--- src/iim_pkg.sv ---
`timescale 1ns / 1ps
// ----------------------------------------------------------------------------
// iim_pkg
// Shared types and constants for the interval insert-and-merge block.
// ----------------------------------------------------------------------------
package iim_pkg;

   // Most results one request can cause: emit before insert, emit before
   // the listed interval, and the final flush.
   localparam int RESULTS_MAX = 3;
   localparam int COUNT_WIDTH = $clog2(RESULTS_MAX + 1);

   // Bundle queue between front and back end
   localparam int QUEUE_DEPTH = 2;
   localparam int QPTR_WIDTH  = $clog2(QUEUE_DEPTH);
   localparam int QCNT_WIDTH  = $clog2(QUEUE_DEPTH + 1);

   // Configuration register indexes
   localparam int CSR_INDEX_WIDTH = 1;
   localparam logic [CSR_INDEX_WIDTH-1:0] CSR_NEW_START = 1'd0;
   localparam logic [CSR_INDEX_WIDTH-1:0] CSR_NEW_END   = 1'd1;

   // Control part of one result bundle
   typedef struct packed {
      logic [COUNT_WIDTH-1:0] count;  // results in the bundle, 1..RESULTS_MAX
      logic                   close;  // final result of the bundle ends the list
   } bundle_ctl_type;

endpackage

--- src/iim_front.sv ---
`timescale 1ns / 1ps
`default_nettype none
// ----------------------------------------------------------------------------
// iim_front
// Classify each request against the pending interval and build its bundle.
// ----------------------------------------------------------------------------
module iim_front import iim_pkg::*; #(
   parameter int VALUE_WIDTH = 16
) (
   input  wire                                      clock,
   input  wire                                      reset,
   input  wire                                      accept,
   input  wire  [VALUE_WIDTH-1:0]                   iv_start,
   input  wire  [VALUE_WIDTH-1:0]                   iv_end,
   input  wire                                      no_interval,
   input  wire                                      list_last,
   input  wire  [VALUE_WIDTH-1:0]                   new_start,
   input  wire  [VALUE_WIDTH-1:0]                   new_end,
   output logic                                     push,
   output bundle_ctl_type                           push_ctl,
   output logic [RESULTS_MAX-1:0][VALUE_WIDTH-1:0]  push_starts,
   output logic [RESULTS_MAX-1:0][VALUE_WIDTH-1:0]  push_ends
);

   logic                   held_valid_ff, held_valid_in;
   logic [VALUE_WIDTH-1:0] held_start_ff, held_start_in;
   logic [VALUE_WIDTH-1:0] held_end_ff,   held_end_in;
   logic                   inserted_ff,   inserted_in;
   logic [COUNT_WIDTH-1:0] n_results;

   // Three ordered steps: new interval ahead of the item, the item itself,
   // new interval at the end of the list.
   always_comb begin : classify
      logic [2:0]                   step_en;
      logic [2:0]                   step_merge;
      logic [2:0][VALUE_WIDTH-1:0]  step_s;
      logic [2:0][VALUE_WIDTH-1:0]  step_e;
      logic                         ins_mid;
      logic                         hv;
      logic [VALUE_WIDTH-1:0]       hs;
      logic [VALUE_WIDTH-1:0]       he;
      logic [COUNT_WIDTH-1:0]       n;

      step_en[0]    = !no_interval && !inserted_ff && (iv_start > new_start);
      ins_mid       = inserted_ff || step_en[0];
      step_en[1]    = !no_interval;
      step_en[2]    = list_last && !ins_mid;
      step_merge    = {1'b1, ins_mid, 1'b1};
      step_s        = {new_start, iv_start, new_start};
      step_e        = {new_end, iv_end, new_end};

      hv = held_valid_ff;
      hs = held_start_ff;
      he = held_end_ff;
      n  = '0;
      push_starts = '0;
      push_ends   = '0;

      for (int k = 0; k < 3; k++) begin
         if (step_en[k]) begin
            if (step_merge[k] && hv && !(he < step_s[k])) begin
               // overlap or touch: widen the pending interval
               if (step_e[k] > he) begin
                  he = step_e[k];
               end
            end else begin
               if (hv) begin
                  push_starts[n[1:0]] = hs;
                  push_ends[n[1:0]]   = he;
                  n = n + 1'b1;
               end
               hv = 1'b1;
               hs = step_s[k];
               he = step_e[k];
            end
         end
      end

      inserted_in = ins_mid || step_en[2];
      if (list_last) begin
         // flush the pending interval and close the list
         push_starts[n[1:0]] = hs;
         push_ends[n[1:0]]   = he;
         n = n + 1'b1;
         hv = 1'b0;
         inserted_in = 1'b0;
      end

      held_valid_in = hv;
      held_start_in = hs;
      held_end_in   = he;
      n_results     = n;
   end

   assign push           = accept && (n_results != '0);
   assign push_ctl.count = n_results;
   assign push_ctl.close = list_last;

   always_ff @(posedge clock) begin
      if (reset) begin
         held_valid_ff <= 1'b0;
         inserted_ff   <= 1'b0;
      end else if (accept) begin
         held_valid_ff <= held_valid_in;
         inserted_ff   <= inserted_in;
      end
   end

   always_ff @(posedge clock) begin
      if (accept) begin
         held_start_ff <= held_start_in;
         held_end_ff   <= held_end_in;
      end
   end

endmodule
`default_nettype wire

--- src/iim_queue.sv ---
`timescale 1ns / 1ps
`default_nettype none
// ----------------------------------------------------------------------------
// iim_queue
// Short register queue of result bundles between front and back end.
// ----------------------------------------------------------------------------
module iim_queue import iim_pkg::*; #(
   parameter int WIDTH = 8
) (
   input  wire              clock,
   input  wire              reset,
   input  wire              push,
   input  wire  [WIDTH-1:0] push_data,
   input  wire              pop,
   output logic             head_valid,
   output logic [WIDTH-1:0] head_data,
   output logic             full
);

   logic [QUEUE_DEPTH-1:0][WIDTH-1:0] slot_ff;
   logic [QPTR_WIDTH-1:0]             wr_ptr_ff, wr_ptr_in;
   logic [QPTR_WIDTH-1:0]             rd_ptr_ff, rd_ptr_in;
   logic [QCNT_WIDTH-1:0]             count_ff,  count_in;

   assign head_valid = (count_ff != '0);
   assign head_data  = slot_ff[rd_ptr_ff];
   assign full       = (count_ff == QCNT_WIDTH'(QUEUE_DEPTH));

   always_comb begin
      wr_ptr_in = wr_ptr_ff;
      rd_ptr_in = rd_ptr_ff;
      count_in  = count_ff;
      if (push) begin
         wr_ptr_in = (wr_ptr_ff == QPTR_WIDTH'(QUEUE_DEPTH - 1)) ? '0 : wr_ptr_ff + 1'b1;
      end
      if (pop) begin
         rd_ptr_in = (rd_ptr_ff == QPTR_WIDTH'(QUEUE_DEPTH - 1)) ? '0 : rd_ptr_ff + 1'b1;
      end
      case ({push, pop})
         2'b10:   count_in = count_ff + 1'b1;
         2'b01:   count_in = count_ff - 1'b1;
         default: count_in = count_ff;
      endcase
   end

   always_ff @(posedge clock) begin
      if (reset) begin
         wr_ptr_ff <= '0;
         rd_ptr_ff <= '0;
         count_ff  <= '0;
      end else begin
         wr_ptr_ff <= wr_ptr_in;
         rd_ptr_ff <= rd_ptr_in;
         count_ff  <= count_in;
      end
   end

   always_ff @(posedge clock) begin
      if (push) begin
         slot_ff[wr_ptr_ff] <= push_data;
      end
   end

endmodule
`default_nettype wire

--- src/iim_back.sv ---
`timescale 1ns / 1ps
`default_nettype none
// ----------------------------------------------------------------------------
// iim_back
// Unroll each bundle into single results through the output register.
// ----------------------------------------------------------------------------
module iim_back import iim_pkg::*; #(
   parameter int VALUE_WIDTH = 16
) (
   input  wire                                      clock,
   input  wire                                      reset,
   input  wire                                      head_valid,
   input  bundle_ctl_type                           head_ctl,
   input  wire  [RESULTS_MAX-1:0][VALUE_WIDTH-1:0]  head_starts,
   input  wire  [RESULTS_MAX-1:0][VALUE_WIDTH-1:0]  head_ends,
   output logic                                     pop,
   output logic                                     rsp_valid,
   input  wire                                      rsp_stall,
   output logic [VALUE_WIDTH-1:0]                   rsp_out_start,
   output logic [VALUE_WIDTH-1:0]                   rsp_out_end,
   output logic                                     rsp_out_last
);

   logic                   rsp_valid_ff;
   logic [VALUE_WIDTH-1:0] rsp_start_ff;
   logic [VALUE_WIDTH-1:0] rsp_end_ff;
   logic                   rsp_last_ff;
   logic [COUNT_WIDTH-1:0] idx_ff, idx_in;
   logic                   load;
   logic                   final_one;

   assign load      = !rsp_valid_ff || !rsp_stall;
   assign final_one = (idx_ff == head_ctl.count - 1'b1);
   assign pop       = load && head_valid && final_one;

   always_comb begin
      idx_in = idx_ff;
      if (load && head_valid) begin
         idx_in = final_one ? '0 : idx_ff + 1'b1;
      end
   end

   always_ff @(posedge clock) begin
      if (reset) begin
         rsp_valid_ff <= 1'b0;
         idx_ff       <= '0;
      end else begin
         idx_ff <= idx_in;
         if (load) begin
            rsp_valid_ff <= head_valid;
         end
      end
   end

   always_ff @(posedge clock) begin
      if (load && head_valid) begin
         rsp_start_ff <= head_starts[idx_ff[1:0]];
         rsp_end_ff   <= head_ends[idx_ff[1:0]];
         rsp_last_ff  <= head_ctl.close && final_one;
      end
   end

   assign rsp_valid     = rsp_valid_ff;
   assign rsp_out_start = rsp_start_ff;
   assign rsp_out_end   = rsp_end_ff;
   assign rsp_out_last  = rsp_last_ff;

endmodule
`default_nettype wire

--- src/interval_insert_merge.sv ---
`timescale 1ns / 1ps
`default_nettype none
// Path: a request's bundle is queued, then its first result is registered out.
// Throughput: one request per cycle while each causes at most one result and
//   rsp_stall stays low; results leave one at a time (one result register).
// Reset: synchronous, clears the pending interval, the queue, the output valid
//   and both configuration registers (new interval 0..0).
// ----------------------------------------------------------------------------
// interval_insert_merge
// Insert a configured closed interval into a sorted interval stream and merge
// from the insertion point on.
// ----------------------------------------------------------------------------
module interval_insert_merge import iim_pkg::*; #(
   parameter int VALUE_WIDTH = 16
) (
   input  wire                        clock,
   input  wire                        reset,
   // configuration write port
   input  wire                        csr_write_en,
   input  wire  [CSR_INDEX_WIDTH-1:0] csr_index,
   input  wire  [VALUE_WIDTH-1:0]     csr_wdata,
   // request channel
   input  wire                        req_valid,
   output logic                       req_stall,
   input  wire  [VALUE_WIDTH-1:0]     req_iv_start,
   input  wire  [VALUE_WIDTH-1:0]     req_iv_end,
   input  wire                        req_no_interval,
   input  wire                        req_list_last,
   // result channel
   output logic                       rsp_valid,
   input  wire                        rsp_stall,
   output logic [VALUE_WIDTH-1:0]     rsp_out_start,
   output logic [VALUE_WIDTH-1:0]     rsp_out_end,
   output logic                       rsp_out_last
);

   localparam int VALS_WIDTH = RESULTS_MAX * VALUE_WIDTH;
   localparam int CTL_WIDTH  = $bits(bundle_ctl_type);
   localparam int Q_WIDTH    = CTL_WIDTH + 2 * VALS_WIDTH;

   logic [VALUE_WIDTH-1:0] new_start_ff;
   logic [VALUE_WIDTH-1:0] new_end_ff;

   logic                                    req_accept;
   logic                                    push;
   bundle_ctl_type                          push_ctl;
   logic [RESULTS_MAX-1:0][VALUE_WIDTH-1:0] push_starts;
   logic [RESULTS_MAX-1:0][VALUE_WIDTH-1:0] push_ends;

   logic                                    q_full;
   logic                                    pop;
   logic                                    head_valid;
   logic [Q_WIDTH-1:0]                      head_data;
   bundle_ctl_type                          head_ctl;
   logic [RESULTS_MAX-1:0][VALUE_WIDTH-1:0] head_starts;
   logic [RESULTS_MAX-1:0][VALUE_WIDTH-1:0] head_ends;

   // Configuration registers; written only while the block is idle, which is up to the user.
   always_ff @(posedge clock) begin
      if (reset) begin
         new_start_ff <= '0;
         new_end_ff   <= '0;
      end else if (csr_write_en) begin
         case (csr_index)
            CSR_NEW_START: new_start_ff <= csr_wdata;
            CSR_NEW_END:   new_end_ff   <= csr_wdata;
            default:       ;
         endcase
      end
   end

   // Hold the request off only when both queue slots are taken.
   assign req_stall  = q_full;
   assign req_accept = req_valid && !req_stall;

   // Front end: track the pending interval, decide merge or emit for every
   // request and pack the results it causes into one bundle.
   iim_front #(
      .VALUE_WIDTH (VALUE_WIDTH)
   ) u_front (
      .clock       (clock),
      .reset       (reset),
      .accept      (req_accept),
      .iv_start    (req_iv_start),
      .iv_end      (req_iv_end),
      .no_interval (req_no_interval),
      .list_last   (req_list_last),
      .new_start   (new_start_ff),
      .new_end     (new_end_ff),
      .push        (push),
      .push_ctl    (push_ctl),
      .push_starts (push_starts),
      .push_ends   (push_ends)
   );

   // Bundle queue: lets the front keep accepting while the back drains.
   iim_queue #(
      .WIDTH (Q_WIDTH)
   ) u_queue (
      .clock      (clock),
      .reset      (reset),
      .push       (push),
      .push_data  ({push_ctl, push_starts, push_ends}),
      .pop        (pop),
      .head_valid (head_valid),
      .head_data  (head_data),
      .full       (q_full)
   );

   assign head_ctl    = bundle_ctl_type'(head_data[Q_WIDTH-1 -: CTL_WIDTH]);
   assign head_starts = head_data[2*VALS_WIDTH-1 -: VALS_WIDTH];
   assign head_ends   = head_data[VALS_WIDTH-1:0];

   // Back end: send the bundle one result a cycle unless rsp_stall holds it;
   // advance the queue on its final result.
   iim_back #(
      .VALUE_WIDTH (VALUE_WIDTH)
   ) u_back (
      .clock         (clock),
      .reset         (reset),
      .head_valid    (head_valid),
      .head_ctl      (head_ctl),
      .head_starts   (head_starts),
      .head_ends     (head_ends),
      .pop           (pop),
      .rsp_valid     (rsp_valid),
      .rsp_stall     (rsp_stall),
      .rsp_out_start (rsp_out_start),
      .rsp_out_end   (rsp_out_end),
      .rsp_out_last  (rsp_out_last)
   );

endmodule
`default_nettype wire

--- config.mk ---
export PLATFORM = sky130hd
export DESIGN_NAME = interval_insert_merge
export DESIGN_NICKNAME = d
export VERILOG_FILES = /design/src/iim_pkg.sv /design/src/iim_front.sv /design/src/iim_queue.sv /design/src/iim_back.sv /design/src/interval_insert_merge.sv
export SDC_FILE = /design/constraint.sdc
export NUM_CORES = 1
export LEC_CHECK = 0
export BUFFER_PORTS_ARGS = -buffer_cell sky130_fd_sc_hd__clkbuf_2
export CORE_UTILIZATION = 40
export CTS_CLUSTER_DIAMETER = 80
export DETAILED_ROUTE_END_ITERATION = 6
export PLACE_DENSITY = 0.56
export SYNTH_ARGS = -nofsm -noshare
export SYNTH_HDL_FRONTEND = slang
export SYNTH_SLANG_ARGS = --single-unit
--- constraint.sdc ---
create_clock -name clock -period 18.1 [get_ports clock]
set_clock_uncertainty 0.1 [all_clocks]
set_input_delay 4.525 -clock clock [delete_from_list [all_inputs] [get_ports clock]]
set_output_delay 4.525 -clock clock [all_outputs]
set_load 0.1 [all_outputs]
Word level (Yosys, flattened, before mapping)
Cells that the tools add are included.
Widths: inputs -> output; s select.
Storage, ports and cells
  memories kept: 0
  bits in writable memories: 0
  logic and storage cells: 158
  output and inout bits: 35
  bits in registers: 304
  latch bits: 0
  memory bits (read-only): 0
Operators by class
  reduce and logical (&&, ||, !) cells: 33
  add/sub/neg operators: 9
  div/mod/pow operators: 0
  muxes and demuxes: 78
  $lt $le $gt $ge: 17
  equality and inequality tests: 4
  multipliers: 0
  bitwise logic cells: 1
  shifts and indexed selects: 0
Operators with widths (count)
  $mux 48: 14
  $mux 16: 26
  $mux 99: 3
  $bwmux 48: 6
  $bwmux 198: 1
  $demux 99 s1: 1
  $demux 16 s2: 3
  $bmux 16 s2: 2
  $gt 16x16->1: 4
  $lt 16x16->1: 3
  $mux 2: 10
  $logic_and 1x1->1: 16
  $lt 2x3->1 const B: 4
  $mux 1: 11
  $add 2x1->2 const B: 5
  $logic_not 1->1: 9
  $ge 2x1->1 const B: 3
  $reduce_bool 2->1: 3
  $eq 2x2->1 const B: 2
  $lt 1x2->1 const B: 2
  $pmux 2 s2: 1
  $reduce_and 2->1: 2
  $sub 2x1->2 const B: 2
  $logic_or 1x1->1: 3
  other kinds (5): 6

Logic depth before layout (Yosys ltp)
Gate-level depths: netlist (run 1).
  word-level depth: 22
  depth in mapped cells: 48
  gate-level depth less buffers: 44

Hierarchy
Synthesis (run 1) repeated with hierarchy kept, for this count alone.
Unflattened totals
  cells, all modules: 1619
  area, all modules: 17973.5 µm²
By module, submodules not included
  iim_front: times used 1, cells each 1003, area an instance 7414.6 µm²
  iim_queue: times used 1, cells each 328, area an instance 7324.5 µm²
  iim_back: times used 1, cells each 162, area an instance 1848.0 µm²
  interval_insert_merge: times used 1, cells each 126, area an instance 1386.3 µm²

Worst setup path before layout (run 1)
No wires, ideal clock.
  path type: input to register
  start: in req_iv_start[1]
  end: reg u_queue.slot_ff[100] (netlist bit) (enable)
  library setup time: 0.591 ns
  slack: -0.281 ns
  arrival time: 17.691 ns
  cell stages on the path: 39
  required time: 17.409 ns
  cell sequence: ha_1 -> nor2b_1 -> o211ai_1 -> a21oi_1 -> o311ai_0 -> nand2_1 -> nand2_1 -> buf_1 -> mux2_2 -> inv_1 -> ha_1 -> a21o_1 -> a21o_1 -> a211o_1 -> or4_1 -> o21a_1 -> a211o_1 -> o221a_2 -> (+3 left out) -> mux2_2 -> ha_1 -> a21o_1 -> a21o_1 -> a21oi_1 -> o21ai_0 -> o21ai_0 -> o21ai_1 -> inv_1 -> nand2_1 -> clkbuf_1 -> nand2_1 -> o21a_1 -> ha_1 -> nand2_1 -> o21ai_0 -> a311o_1 -> a21oi_1
Between the ends
  longest elaborated chain between the ends: 17
RTL lines
  start, declared: line interval_insert_merge.sv:25  | input wire [VALUE_WIDTH-1:0] req_iv_start,
  $gt 16x16->1: line iim_front.sv:44  | step_en[0] = !no_interval && !inserted_ff && (iv_start > new_start);
  $logic_and 1x1->1: line iim_front.sv:44
  $mux 16: line iim_front.sv:60  | if (step_en[k]) begin
  $lt 16x16->1: line iim_front.sv:61  | if (step_merge[k] && hv && !(he < step_s[k])) begin
  $logic_not 1->1: line iim_front.sv:61
  $logic_and 1x1->1: line iim_front.sv:61
  $mux 16: line iim_front.sv:61
  $mux 16: line iim_front.sv:60
  $lt 16x16->1: line iim_front.sv:61
  $logic_not 1->1: line iim_front.sv:61
  $logic_and 1x1->1: line iim_front.sv:61
  $mux 2: line iim_front.sv:61
  $mux 2 (*): line iim_front.sv:60
  $add 2x1->2: line iim_front.sv:84  | n = n + 1'b1;
  $mux 2 (*): line iim_front.sv:80  | if (list_last) begin
  $reduce_bool 2->1 (*): line iim_front.sv:95  | assign push = accept && (n_results != '0);
  $logic_and 1x1->1 (*): line iim_front.sv:95
  end signal, assigned by index: line iim_queue.sv:60  | slot_ff[wr_ptr_ff] <= push_data;
  end, declared: line iim_queue.sv:20  | logic [QUEUE_DEPTH-1:0][WIDTH-1:0] slot_ff;
Mark *: on every way between the ends. The rest lies on a longest branch, timed or not.
A chain may end at the register's enable or synchronous reset.

==> run_results.csv, run 1 <==
group,metric,value,unit
synthesis,netlist_instances,1567,
synthesis,synth_top_area_share,46.1,%
grt,grt_max_degree,56,
detailed_routing,drt_iter0_markers,1260,
cts,htree_levels,2,
setup_path,cp_slowest_cell,"nand4_1",
synthesis,syn_avg_cell_area,10.9,µm²
sta,fmax,68.5,MHz
cts,postCtsSetupBuffers,0,
detailed_routing,wirelength,51.5,mm
grt,grt.total_usage,23.8,%
detailed_routing,post_drt_wl_per_cell,23.5,µm
setup_path,crit_path_frequent_cell,"nand2_1",
synthesis,synth_most_common_cell,"edfxtp_1",
run,drv_cap,0,
pwr,power_leakage,7.21,nW
detailed_routing,top_layer,"met4",
detailed_routing,routed-wl-met2,23.3,mm
sta,fin_crit,14600,ps
cts,cts_buffers,34,
synthesis,ys_seq_area_share,50.9,%
synthesis,ys_top_cells_by_area,"edfxtp_1 (46%), ha_1 (8.5%), a21oi_1 (5.1%)",
detailed_routing,via_count,13028,
die,io_pins,91,
synthesis,synthFlopType,"edfxtp_1",
pwr,p_int,1.58,mW
outcome,status,"completed",
setup_path,crit_fanout,52,
die,die_w,209,µm
setup_path,worstPathArrival,14880,ps
die,dieHeight,209,µm
detailed_routing,wl_met1,23.0,mm
placement,routabilityCongestion,0.917,
die,rows,75,
detailed_routing,firstDrtPassIters,6,
synthesis,yosys_warnings,0,
setup_path,cp_data_required_time,18380,ps
grt,grt_pass1_wl,78.1,mm
pwr,vdd_drop_max,0.149,mV
setup_path,crit_type,"input pin to register",
synthesis,synth-edff-count,263,
pwr,switchingPower,1.01,mW
pwr,clkPwrFrac,26.9,%
synthesis,syn-num-nets,1739,
synthesis,mappedNetlistArea,17100,µm²
pwr,pwr_density_cell,135,nW/µm²
cts,clkTransAtPathRegs,60,ps
cts,cts_tree,"built",
sta,slew_viol_final,0,
layout,multi_input_area,7570,µm²
synthesis,synthArstFlopShare,0,%
layout,regArea,8720,µm²
detailed_routing,detail-route-antenna-nets,0,
cts,clock_latency,550,ps
detailed_routing,wl_met3,3.68,mm
detailed_routing,viasPerCell,5.94,
pwr,p_sw_share,39.0,%
cts,cts.path.max_buffers,3,
pwr,p_seq_share,37.6,%
die,dieArea,43700,µm²
grt,antenna_found_initial,1,
pwr,combinationalPowerShare,35.5,%
synthesis,synth_cell_types,70,
sta,setup_viol,0,
synthesis,synth_common_cells,"edfxtp_1 (263), a21oi_1 (173), nand2_1 (139), inv_1 (138), ha_1 (116)",
cts,post_cts_resized,0,
setup_path,cp-end-kind,"register",
detailed_routing,drc,0,
sta,rsz0062_at_grt,"no",
sta,tightest_slew,1250,ps
setup_path,cp_slowest_stage_delay,930,ps
layout,syn_to_final_growth,12.4,%
cts,hold_buffers,0,
sta,maxSlewHeadroom,16.1,%
die,initial_core_util,40.7,%
layout,drive_gt1_share,14.3,%
die,core_area,42100,µm²
sta,hold_violations,0,
placement,dp_hpwl,36.3,mm
layout,postLayoutCoreUtil,45.7,%
cts,root_buffer,"clkbuf_16",
placement,io_buffers,90,
cts,cts.sinks,304,
grt,grt-ovfl-total,0,
sta,finalCritPeriodShare,80.6,%
layout,fill_cells,3894,
synthesis,synth_top_area_cell,"edfxtp_1",
layout,final_nets,1802,
synthesis,ys_ff_latch,304,
grt,grt_pass1_vias,12902,
setup_path,timing.critical_path.from_type,"input pin",
min_path,hold_class,"register to register",
sta,fin_tns_setup,0,ps
power groups by stage:
stage	combinational, mW	clock [mW]	sequential [mW]
floorplan	0.459	0	1.22
global placement	0.909	0	0.989
detailed placement	0.920	0	0.991
CTS	0.924	0.713	0.977
global route	0.991	0.739	0.987
finish	0.922	0.697	0.976
sequential cells by signal, summed over array words and instances, names as in the netlist:
signal / cells
u_back.rsp_out_end: 16
new_end_ff: 16
u_front.held_valid_ff: 1
u_queue.wr_ptr_ff: 1
u_front.inserted_ff: 1
u_back.idx_ff: 2
u_front.held_start_ff: 16
u_queue.count_ff: 2
u_front.held_end_ff: 16
new_start_ff: 16
u_queue.rd_ptr_ff: 1
u_queue.slot_ff: 198
u_back.rsp_out_start: 16
u_back.rsp_valid: 1
u_back.rsp_out_last: 1
final cells by class:
class,instances,share of cell area [%]
Sequential cell,304,45.3
Multi-Input combinational cell,1036,39.3
Clock buffer,40,4.65
Tap cell,539,3.50
Timing Repair Buffer,114,3.28
Inverter,140,2.73
Clock inverter,21,1.20
Antenna cell,1,0.0130
kinds of logic after synthesis:
| group | after synthesis | share of synthesized area (%) |
|---|---|---|
| mux | 104 | 8.60 |
| compound gates | 454 | 17.0 |
| xor+xnor | 4 | 0.205 |
| buf+inv | 227 | 5.17 |
| fa+ha+maj | 116 | 8.47 |
| simple gates | 358 | 9.62 |
| flops | 304 | 50.9 |
per-layer routing:
layer	vias to the layer above	global-route usage [%]
li1	6071	-
met1	6364	33.2
met2	502	37.2
met3	91	4.70
met4	0	7.96
met5	-	0
cell usage in the layout, fill, tap and decap left out, drive strengths merged, types with 40 or more instances in the layout:
cell type  Yosys  final
a21oi        173    173
clkbuf        59    130
dfxtp         41     41
edfxtp       263    263
ha           116    116
inv          139    141
mux2i         50     50
nand2        139    139
nand3         45     45
nor2          74     74
nor3          40     40
o21ai         81     81
worst max-delay path: cells and delay by family:
family | cells | cell delay, ps
and+or+nand+nor | 10 | 3640
adders and majority gates | 4 | 1070
buffers and inverters | 6 | 1380
muxes | 2 | 770
AOI/OAI and AO/OA | 18 | 3430
through the flow:
stage                     cell area (µm²)  setup WS [ps]  power, mW  std cells  hold slack [ps]
final                               19200           3500       2.60       2195              400
after global routing                19200           2870       2.72       2195              449
after CTS                           19200           3660       2.61       2194              401
after detailed placement            18100           3150       1.91       2133              387
after global placement              18100           3310       1.90       2133              368
after floorplan                     17100            275       1.68       1567              363
final timing paths:
check | end | cells past startpoint | from | slack, ps
max | u_queue.slot_ff[19] | 40 | req_iv_start[1] | 3500
min | u_back.rsp_valid | 2 | u_back.rsp_valid | 400
max reg2reg | u_queue.slot_ff[19] | 39 | new_end_ff[5] | 6620
min reg2reg | u_back.rsp_valid | 2 | u_back.rsp_valid | 400
Note: power is estimated with default switching activity, not from simulation.
==> run 2: changes to the inputs <==
--- a/config.mk
+++ b/config.mk
@@ -9,7 +9,7 @@
 export CORE_UTILIZATION = 40
 export CTS_CLUSTER_DIAMETER = 80
 export DETAILED_ROUTE_END_ITERATION = 6
-export PLACE_DENSITY = 0.56
+export PLACE_DENSITY = 0.54
 export SYNTH_ARGS = -nofsm -noshare
 export SYNTH_HDL_FRONTEND = slang
 export SYNTH_SLANG_ARGS = --single-unit
==> constraint.sdc (replaced) <==
create_clock -name clock -period 13.5 [get_ports clock]
set_clock_uncertainty 0.1 [all_clocks]
set_input_delay 3.375 -clock clock [delete_from_list [all_inputs] [get_ports clock]]
set_output_delay 3.375 -clock clock [all_outputs]
set_load 0.1 [all_outputs]
==> run_results.csv, run 2 (synthesized netlist as in run 1, its figures left out) <==
group,metric,value,unit
outcome,status,"completed",
detailed_routing,drt_iter0_markers,1084,
cts,cts.sinks,304,
layout,layout.cells.non_filler,2205,
layout,final_cell_mix,"edfxtp_1 (263), a21oi_1 (172), nand2_1 (138), inv_1 (137), ha_1 (116)",
placement,dp_hpwl,37.2,mm
run,drv_cap,0,
setup_path,crit_end,"u_queue.slot_ff[42]",
setup_path,worst_r2r_endpoint,"u_queue.slot_ff[42]",
layout,syn_to_final_growth,12.9,%
sta,maxSlewHeadroom,20.5,%
setup_path,rr_startpoint,"new_start_ff[2]",
die,core_area,42100,µm²
sta,setup_viol,0,
cts,cts.path.max_buffers,3,
setup_path,crit_path_frequent_cell,"nand2_1",
layout,final_common_cell,"edfxtp_1",
grt,grt_pass1_wl,78.8,mm
pwr,switchingPower,1.35,mW
placement,placed_cells,2143,
setup_path,timing.critical_path.from_type,"input pin",
die,initial_core_util,40.7,%
pwr,pwr_density_cell,180,nW/µm²
detailed_routing,drc,0,
setup_path,reg2reg_slack,3270,ps
cts,root_buffer,"clkbuf_16",
setup_path,cp_slowest_cell,"or4_1",
layout,antennaDiodeCount,0,
layout,final_nets,1813,
sta,hold_violations,0,
setup_path,cp_data_required_time,13570,ps
grt,grt.total_usage,24.1,%
min_path,hold_class,"register to register",
die,io_pins,91,
cts,postCtsSetupBuffers,0,
layout,largest_reg_flops,198,
detailed_routing,detail-route-antenna-nets,0,
grt,grt-ovfl-total,0,
setup_path,worstPathArrival,12360,ps
setup_path,crit_fanout,99,
cts,clock_latency,540,ps
layout,postLayoutCoreUtil,45.9,%
die,dieHeight,209,µm
cts,cts_buffers,35,
cts,post_cts_resized,0,
grt,grt_pass1_vias,12552,
sta,rsz0062_at_grt,"no",
pwr,combinationalPowerShare,35.5,%
cts,htree_levels,2,
sta,slew_viol_final,0,
setup_path,cp_slowest_stage_delay,440,ps
sta,fin_crit,12290,ps
detailed_routing,viasPerCell,5.91,
setup_path,crit_type,"input pin to register",
cts,clkTransAtPathRegs,60,ps
die,rows,75,
setup_path,reg2reg_depth,43,
layout,drive_gt1_share,15.0,%
pwr,p_sw_share,38.8,%
grt,antenna_found_initial,0,
die,die_w,209,µm
setup_path,cp-end-kind,"register",
pwr,vdd_drop_max,0.0993,mV
layout,largest-register,"u_queue.slot_ff",
sta,fin_tns_setup,0,ps
pwr,power_leakage,7.28,nW
sta,tightest_slew,1180,ps
grt,grt_max_degree,100,
cts,cts_tree,"built",
die,dieArea,43700,µm²
sta,fmax,81.4,MHz
placement,routabilityCongestion,0.955,
detailed_routing,post_drt_wl_per_cell,23.6,µm
sta,finalCritPeriodShare,91.0,%
pwr,clkPwrFrac,26.9,%
cts,hold_buffers,0,
detailed_routing,firstDrtPassIters,6,
pwr,p_int,2.13,mW
placement,io_buffers,90,
detailed_routing,via_count,13033,
setup_path,crit_start,"req_iv_start[1]",
detailed_routing,wirelength,52.1,mm
pwr,p_seq_share,37.6,%
## run 2: worst min-delay path by stage
stage                     start               end  slack (ps)  cells past startpoint
2_1_floorplan  new_start_ff[10]  new_start_ff[10]         360                      2
3_3_place_gp    new_start_ff[8]   new_start_ff[8]         400                      2
3_5_place_dp    new_start_ff[8]   new_start_ff[8]         410                      2
4_1_cts         new_start_ff[8]   new_start_ff[8]         420                      2
5_1_grt        new_start_ff[10]  new_start_ff[10]         440                      2
6_report        new_start_ff[8]   new_start_ff[8]         420                      2
## run 2: power by group through the flow
stage | registers, mW | clock network (mW) | logic, mW
4_1_cts | 1.31 | 0.957 | 1.24
3_3_place_gp | 1.33 | 0 | 1.22
6_report | 1.31 | 0.935 | 1.24
5_1_grt | 1.32 | 0.996 | 1.33
2_1_floorplan | 1.63 | 0 | 0.617
3_5_place_dp | 1.33 | 0 | 1.24
## run 2: per-stage QoR
stage | setup slack [ps] | total power, mW | hold WS [ps] | area (µm²)
5_1_grt | 561 | 3.65 | 441 | 19300
4_1_cts | 1310 | 3.51 | 418 | 19300
3_5_place_dp | 770 | 2.57 | 411 | 18200
6_report | 1210 | 3.48 | 417 | 19300
2_1_floorplan | 128 | 2.24 | 363 | 17200
3_3_place_gp | 933 | 2.55 | 396 | 18200
## run 2: cell type report
| class | instances | area [µm²] |
|---|---|---|
| timing repair buffer | 124 | 718 |
| fill | 3848 | 22800 |
| sequential | 304 | 8720 |
| multi-input combinational | 1036 | 7570 |
| tap | 539 | 674 |
| clock buffer | 47 | 1000 |
| inverter | 140 | 526 |
| clock inverter | 15 | 124 |
## run 2: routing by layer
| layer | vias up | routed length [µm] | global-route usage, % |
|---|---|---|---|
| met5 | - | 0 | 0 |
| met4 | 0 | 1600 | 8.14 |
| met3 | 83 | 3320 | 4.42 |
| met2 | 442 | 23800 | 37.7 |
| met1 | 6423 | 23400 | 33.7 |
| li1 | 6085 | - | - |
## run 2: worst max-delay path: cells and delay by family
kind,cells,cell delay [ps]
mux,2,710
fa+ha+maj,4,1160
buf+inv,5,1080
simple gates,13,2130
compound gates,19,3680
==> run 3: changes to the inputs <==
--- a/config.mk
+++ b/config.mk
@@ -5,11 +5,14 @@
 export SDC_FILE = /design/constraint.sdc
 export NUM_CORES = 1
 export LEC_CHECK = 0
-export BUFFER_PORTS_ARGS = -buffer_cell sky130_fd_sc_hd__clkbuf_2
+export CELL_PAD_IN_SITES_DETAIL_PLACEMENT = 1
+export CELL_PAD_IN_SITES_GLOBAL_PLACEMENT = 1
 export CORE_UTILIZATION = 40
 export CTS_CLUSTER_DIAMETER = 80
 export DETAILED_ROUTE_END_ITERATION = 6
-export PLACE_DENSITY = 0.54
+export DONT_BUFFER_PORTS = 1
+export PLACE_DENSITY = 0.62
 export SYNTH_ARGS = -nofsm -noshare
 export SYNTH_HDL_FRONTEND = slang
+export SYNTH_HIERARCHICAL = 1
 export SYNTH_SLANG_ARGS = --single-unit
==> run_results.csv, run 3 <==
group,metric,value,unit
layout,layout.cells.non_filler,2209,
synthesis,synth-edff-count,263,
cts,clkTransAtPathRegs,60,ps
cts,cts_buffers,37,
cts,clock_latency,560,ps
cts,cts_tree,"built",
synthesis,synth_cell_types,81,
die,core_area,44200,µm²
detailed_routing,drc,0,
detailed_routing,post_drt_wl_per_cell,26.0,µm
setup_path,crit_path_frequent_cell,"o21ai_0",
synthesis,synthFlopType,"edfxtp_1",
placement,placed_area,18400,µm²
synthesis,ys_seq_area_share,48.5,%
grt,grt.total_usage,25.0,%
cts,post_cts_resized,0,
outcome,status,"completed",
detailed_routing,firstDrtPassIters,6,
setup_path,cp_slowest_cell,"a2111oi_0",
sta,maxSlewHeadroom,24.9,%
layout,final_cell_mix,"edfxtp_1 (263), nand2_1 (178), ha_1 (117), inv_1 (107), mux2_2 (103)",
detailed_routing,wirelength,57.4,mm
pwr,vdd_drop_max,0.113,mV
synthesis,mappedNetlistArea,18000,µm²
grt,antenna_found_initial,1,
grt,grt_pass1_wl,85.7,mm
die,rows,77,
die,io_pins,91,
sta,fin_crit,12830,ps
sta,slew_viol_final,0,
detailed_routing,detail-route-antenna-nets,0,
cts,hold_buffers,0,
detailed_routing,drt_iter0_markers,1022,
synthesis,yosys_warnings,6,
layout,drive_gt1_share,13.9,%
cts,htree_levels,2,
sta,fin_tns_setup,0,ps
grt,grt-ovfl-total,0,
synthesis,netlist_instances,1619,
grt,grt_pass1_vias,13116,
placement,dp_hpwl,42.8,mm
setup_path,cp-end-kind,"register",
placement,io_buffers,0,
die,initial_core_util,40.6,%
setup_path,cp_data_required_time,13680,ps
detailed_routing,viasPerCell,5.91,
setup_path,path_delay_family,"compound AO/OA/AOI/OAI gates",
sta,setup_viol,0,
synthesis,synth_top_area_cell,"edfxtp_1",
layout,final_cell_area,19600,µm²
sta,tightest_slew,1120,ps
run,drv_cap,0,
die,dieHeight,214,µm
setup_path,path_buf_inv,3,
placement,routabilityCongestion,0.930,
sta,fmax,77.9,MHz
die,dieArea,45800,µm²
synthesis,ys_ff_latch,304,
pwr,pwr_density_cell,187,nW/µm²
setup_path,crit_type,"input pin to register",
synthesis,ys_top_cells_by_area,"edfxtp_1 (44%), ha_1 (8.1%), mux2_2 (6.5%)",
sta,finalCritPeriodShare,95.1,%
synthesis,synthArstFlopShare,0,%
placement,pre_cts_slack,401,ps
sta,holdWs,392,ps
pwr,power_leakage,7.09,nW
layout,syn_to_final_growth,9.10,%
setup_path,timing.critical_path.from_type,"input pin",
cts,root_buffer,"clkbuf_16",
synthesis,synth_common_cells,"edfxtp_1 (263), nand2_1 (179), ha_1 (117), inv_1 (107), mux2_2 (103)",
synthesis,syn_avg_cell_area,11.1,µm²
layout,largest_reg_flops,198,
setup_path,crit_fanout,21,
detailed_routing,via_count,13062,
cts,cts.path.max_buffers,3,
sta,rsz0062_at_grt,"no",
min_path,hold_class,"register to register",
setup_path,worstPathArrival,13020,ps
cts,postCtsSetupBuffers,0,
sta,hold_violations,0,
placement,placed_cells,2141,
cts,cts.sinks,304,
layout,largest-register,"u_queue/slot_ff",
synthesis,syn-num-nets,1792,
sta,setup_ws,667,ps
setup_path,cp_slowest_stage_delay,730,ps
layout,final_nets,1761,
die,die_w,214,µm
grt,grt_max_degree,74,
layout,final_common_cell,"edfxtp_1",
synthesis,synth_most_common_cell,"edfxtp_1",
synthesis,synth_top_area_share,43.9,%
==> run 3: path summary, 6_finish.rpt <==
kind	startpoint	end	slack (ps)	depth (start not counted)
max	req_iv_start[1]	u_queue/slot_ff[191]	670	35
min	u_queue/count_ff[1]	u_queue/count_ff[1]	390	2
max reg2reg	new_start_ff[2]	u_queue/slot_ff[191]	1890	36
min reg2reg	u_queue/count_ff[1]	u_queue/count_ff[1]	390	2
==> run 3: cells by family (layout without fill, tap and decap cells) <==
group / count (synthesis) / in the layout / synth area share (%)
AO/OA/AOI/OAI: 368 / 368 / 14.8
XOR/XNOR: 6 / 6 / 0.292
adder cells (fa/ha/maj): 117 / 117 / 8.14
buffers and inverters: 204 / 201 / 5.23
flip-flops: 304 / 304 / 48.5
multiplexers: 199 / 199 / 11.8
other: 0 / 1 / 0
AND/OR/NAND/NOR: 421 / 421 / 11.2
==> run 3: layout make-up <==
| class | instances | area (µm²) |
|---|---|---|
| inverter | 111 | 417 |
| tap | 592 | 741 |
| multi-input combinational | 1111 | 8360 |
| clock buffer | 49 | 1010 |
| clock inverter | 18 | 173 |
| timing repair buffer | 23 | 185 |
| antenna | 1 | 2.50 |
| sequential | 304 | 8720 |
| fill | 4700 | 24600 |
==> run 3: worst register-to-register path: cells and delay by family, from the launching register on <==
kind                       cells  cell delay, ps
AOI/OAI and AO/OA             20            6250
and+or+nand+nor                7            1710
adders and majority gates      4            1260
buffers and inverters          4             960
DFF                            1             610
muxes                          1             470
==> run 3: layer usage <==
layer / up-vias / share of wire [%] / track usage, %
met2: 411 / 42 / 35.6
met3: 85 / 7.5 / 5.83
met5: - / 0 / 0
met4: 0 / 3.3 / 8.49
li1: 6037 / - / -
met1: 6529 / 48 / 37.0
==> run 3: power breakdown <==
group / total (mW) / internal (mW) / switching [mW]
combinational: 0.967 / 0.353 / 0.614
sequential: 1.72 / 1.26 / 0.464
clock: 0.975 / 0.570 / 0.405
==> run 3: through the flow <==
stage / power (mW) / utilization [%]
after floorplan: 2.41 / -
after global placement: 2.68 / 41.7
after detailed placement: 2.71 / 41.7
after CTS: 3.69 / 44.3
after global routing: 3.83 / 44.3
final: 3.66 / 44.3
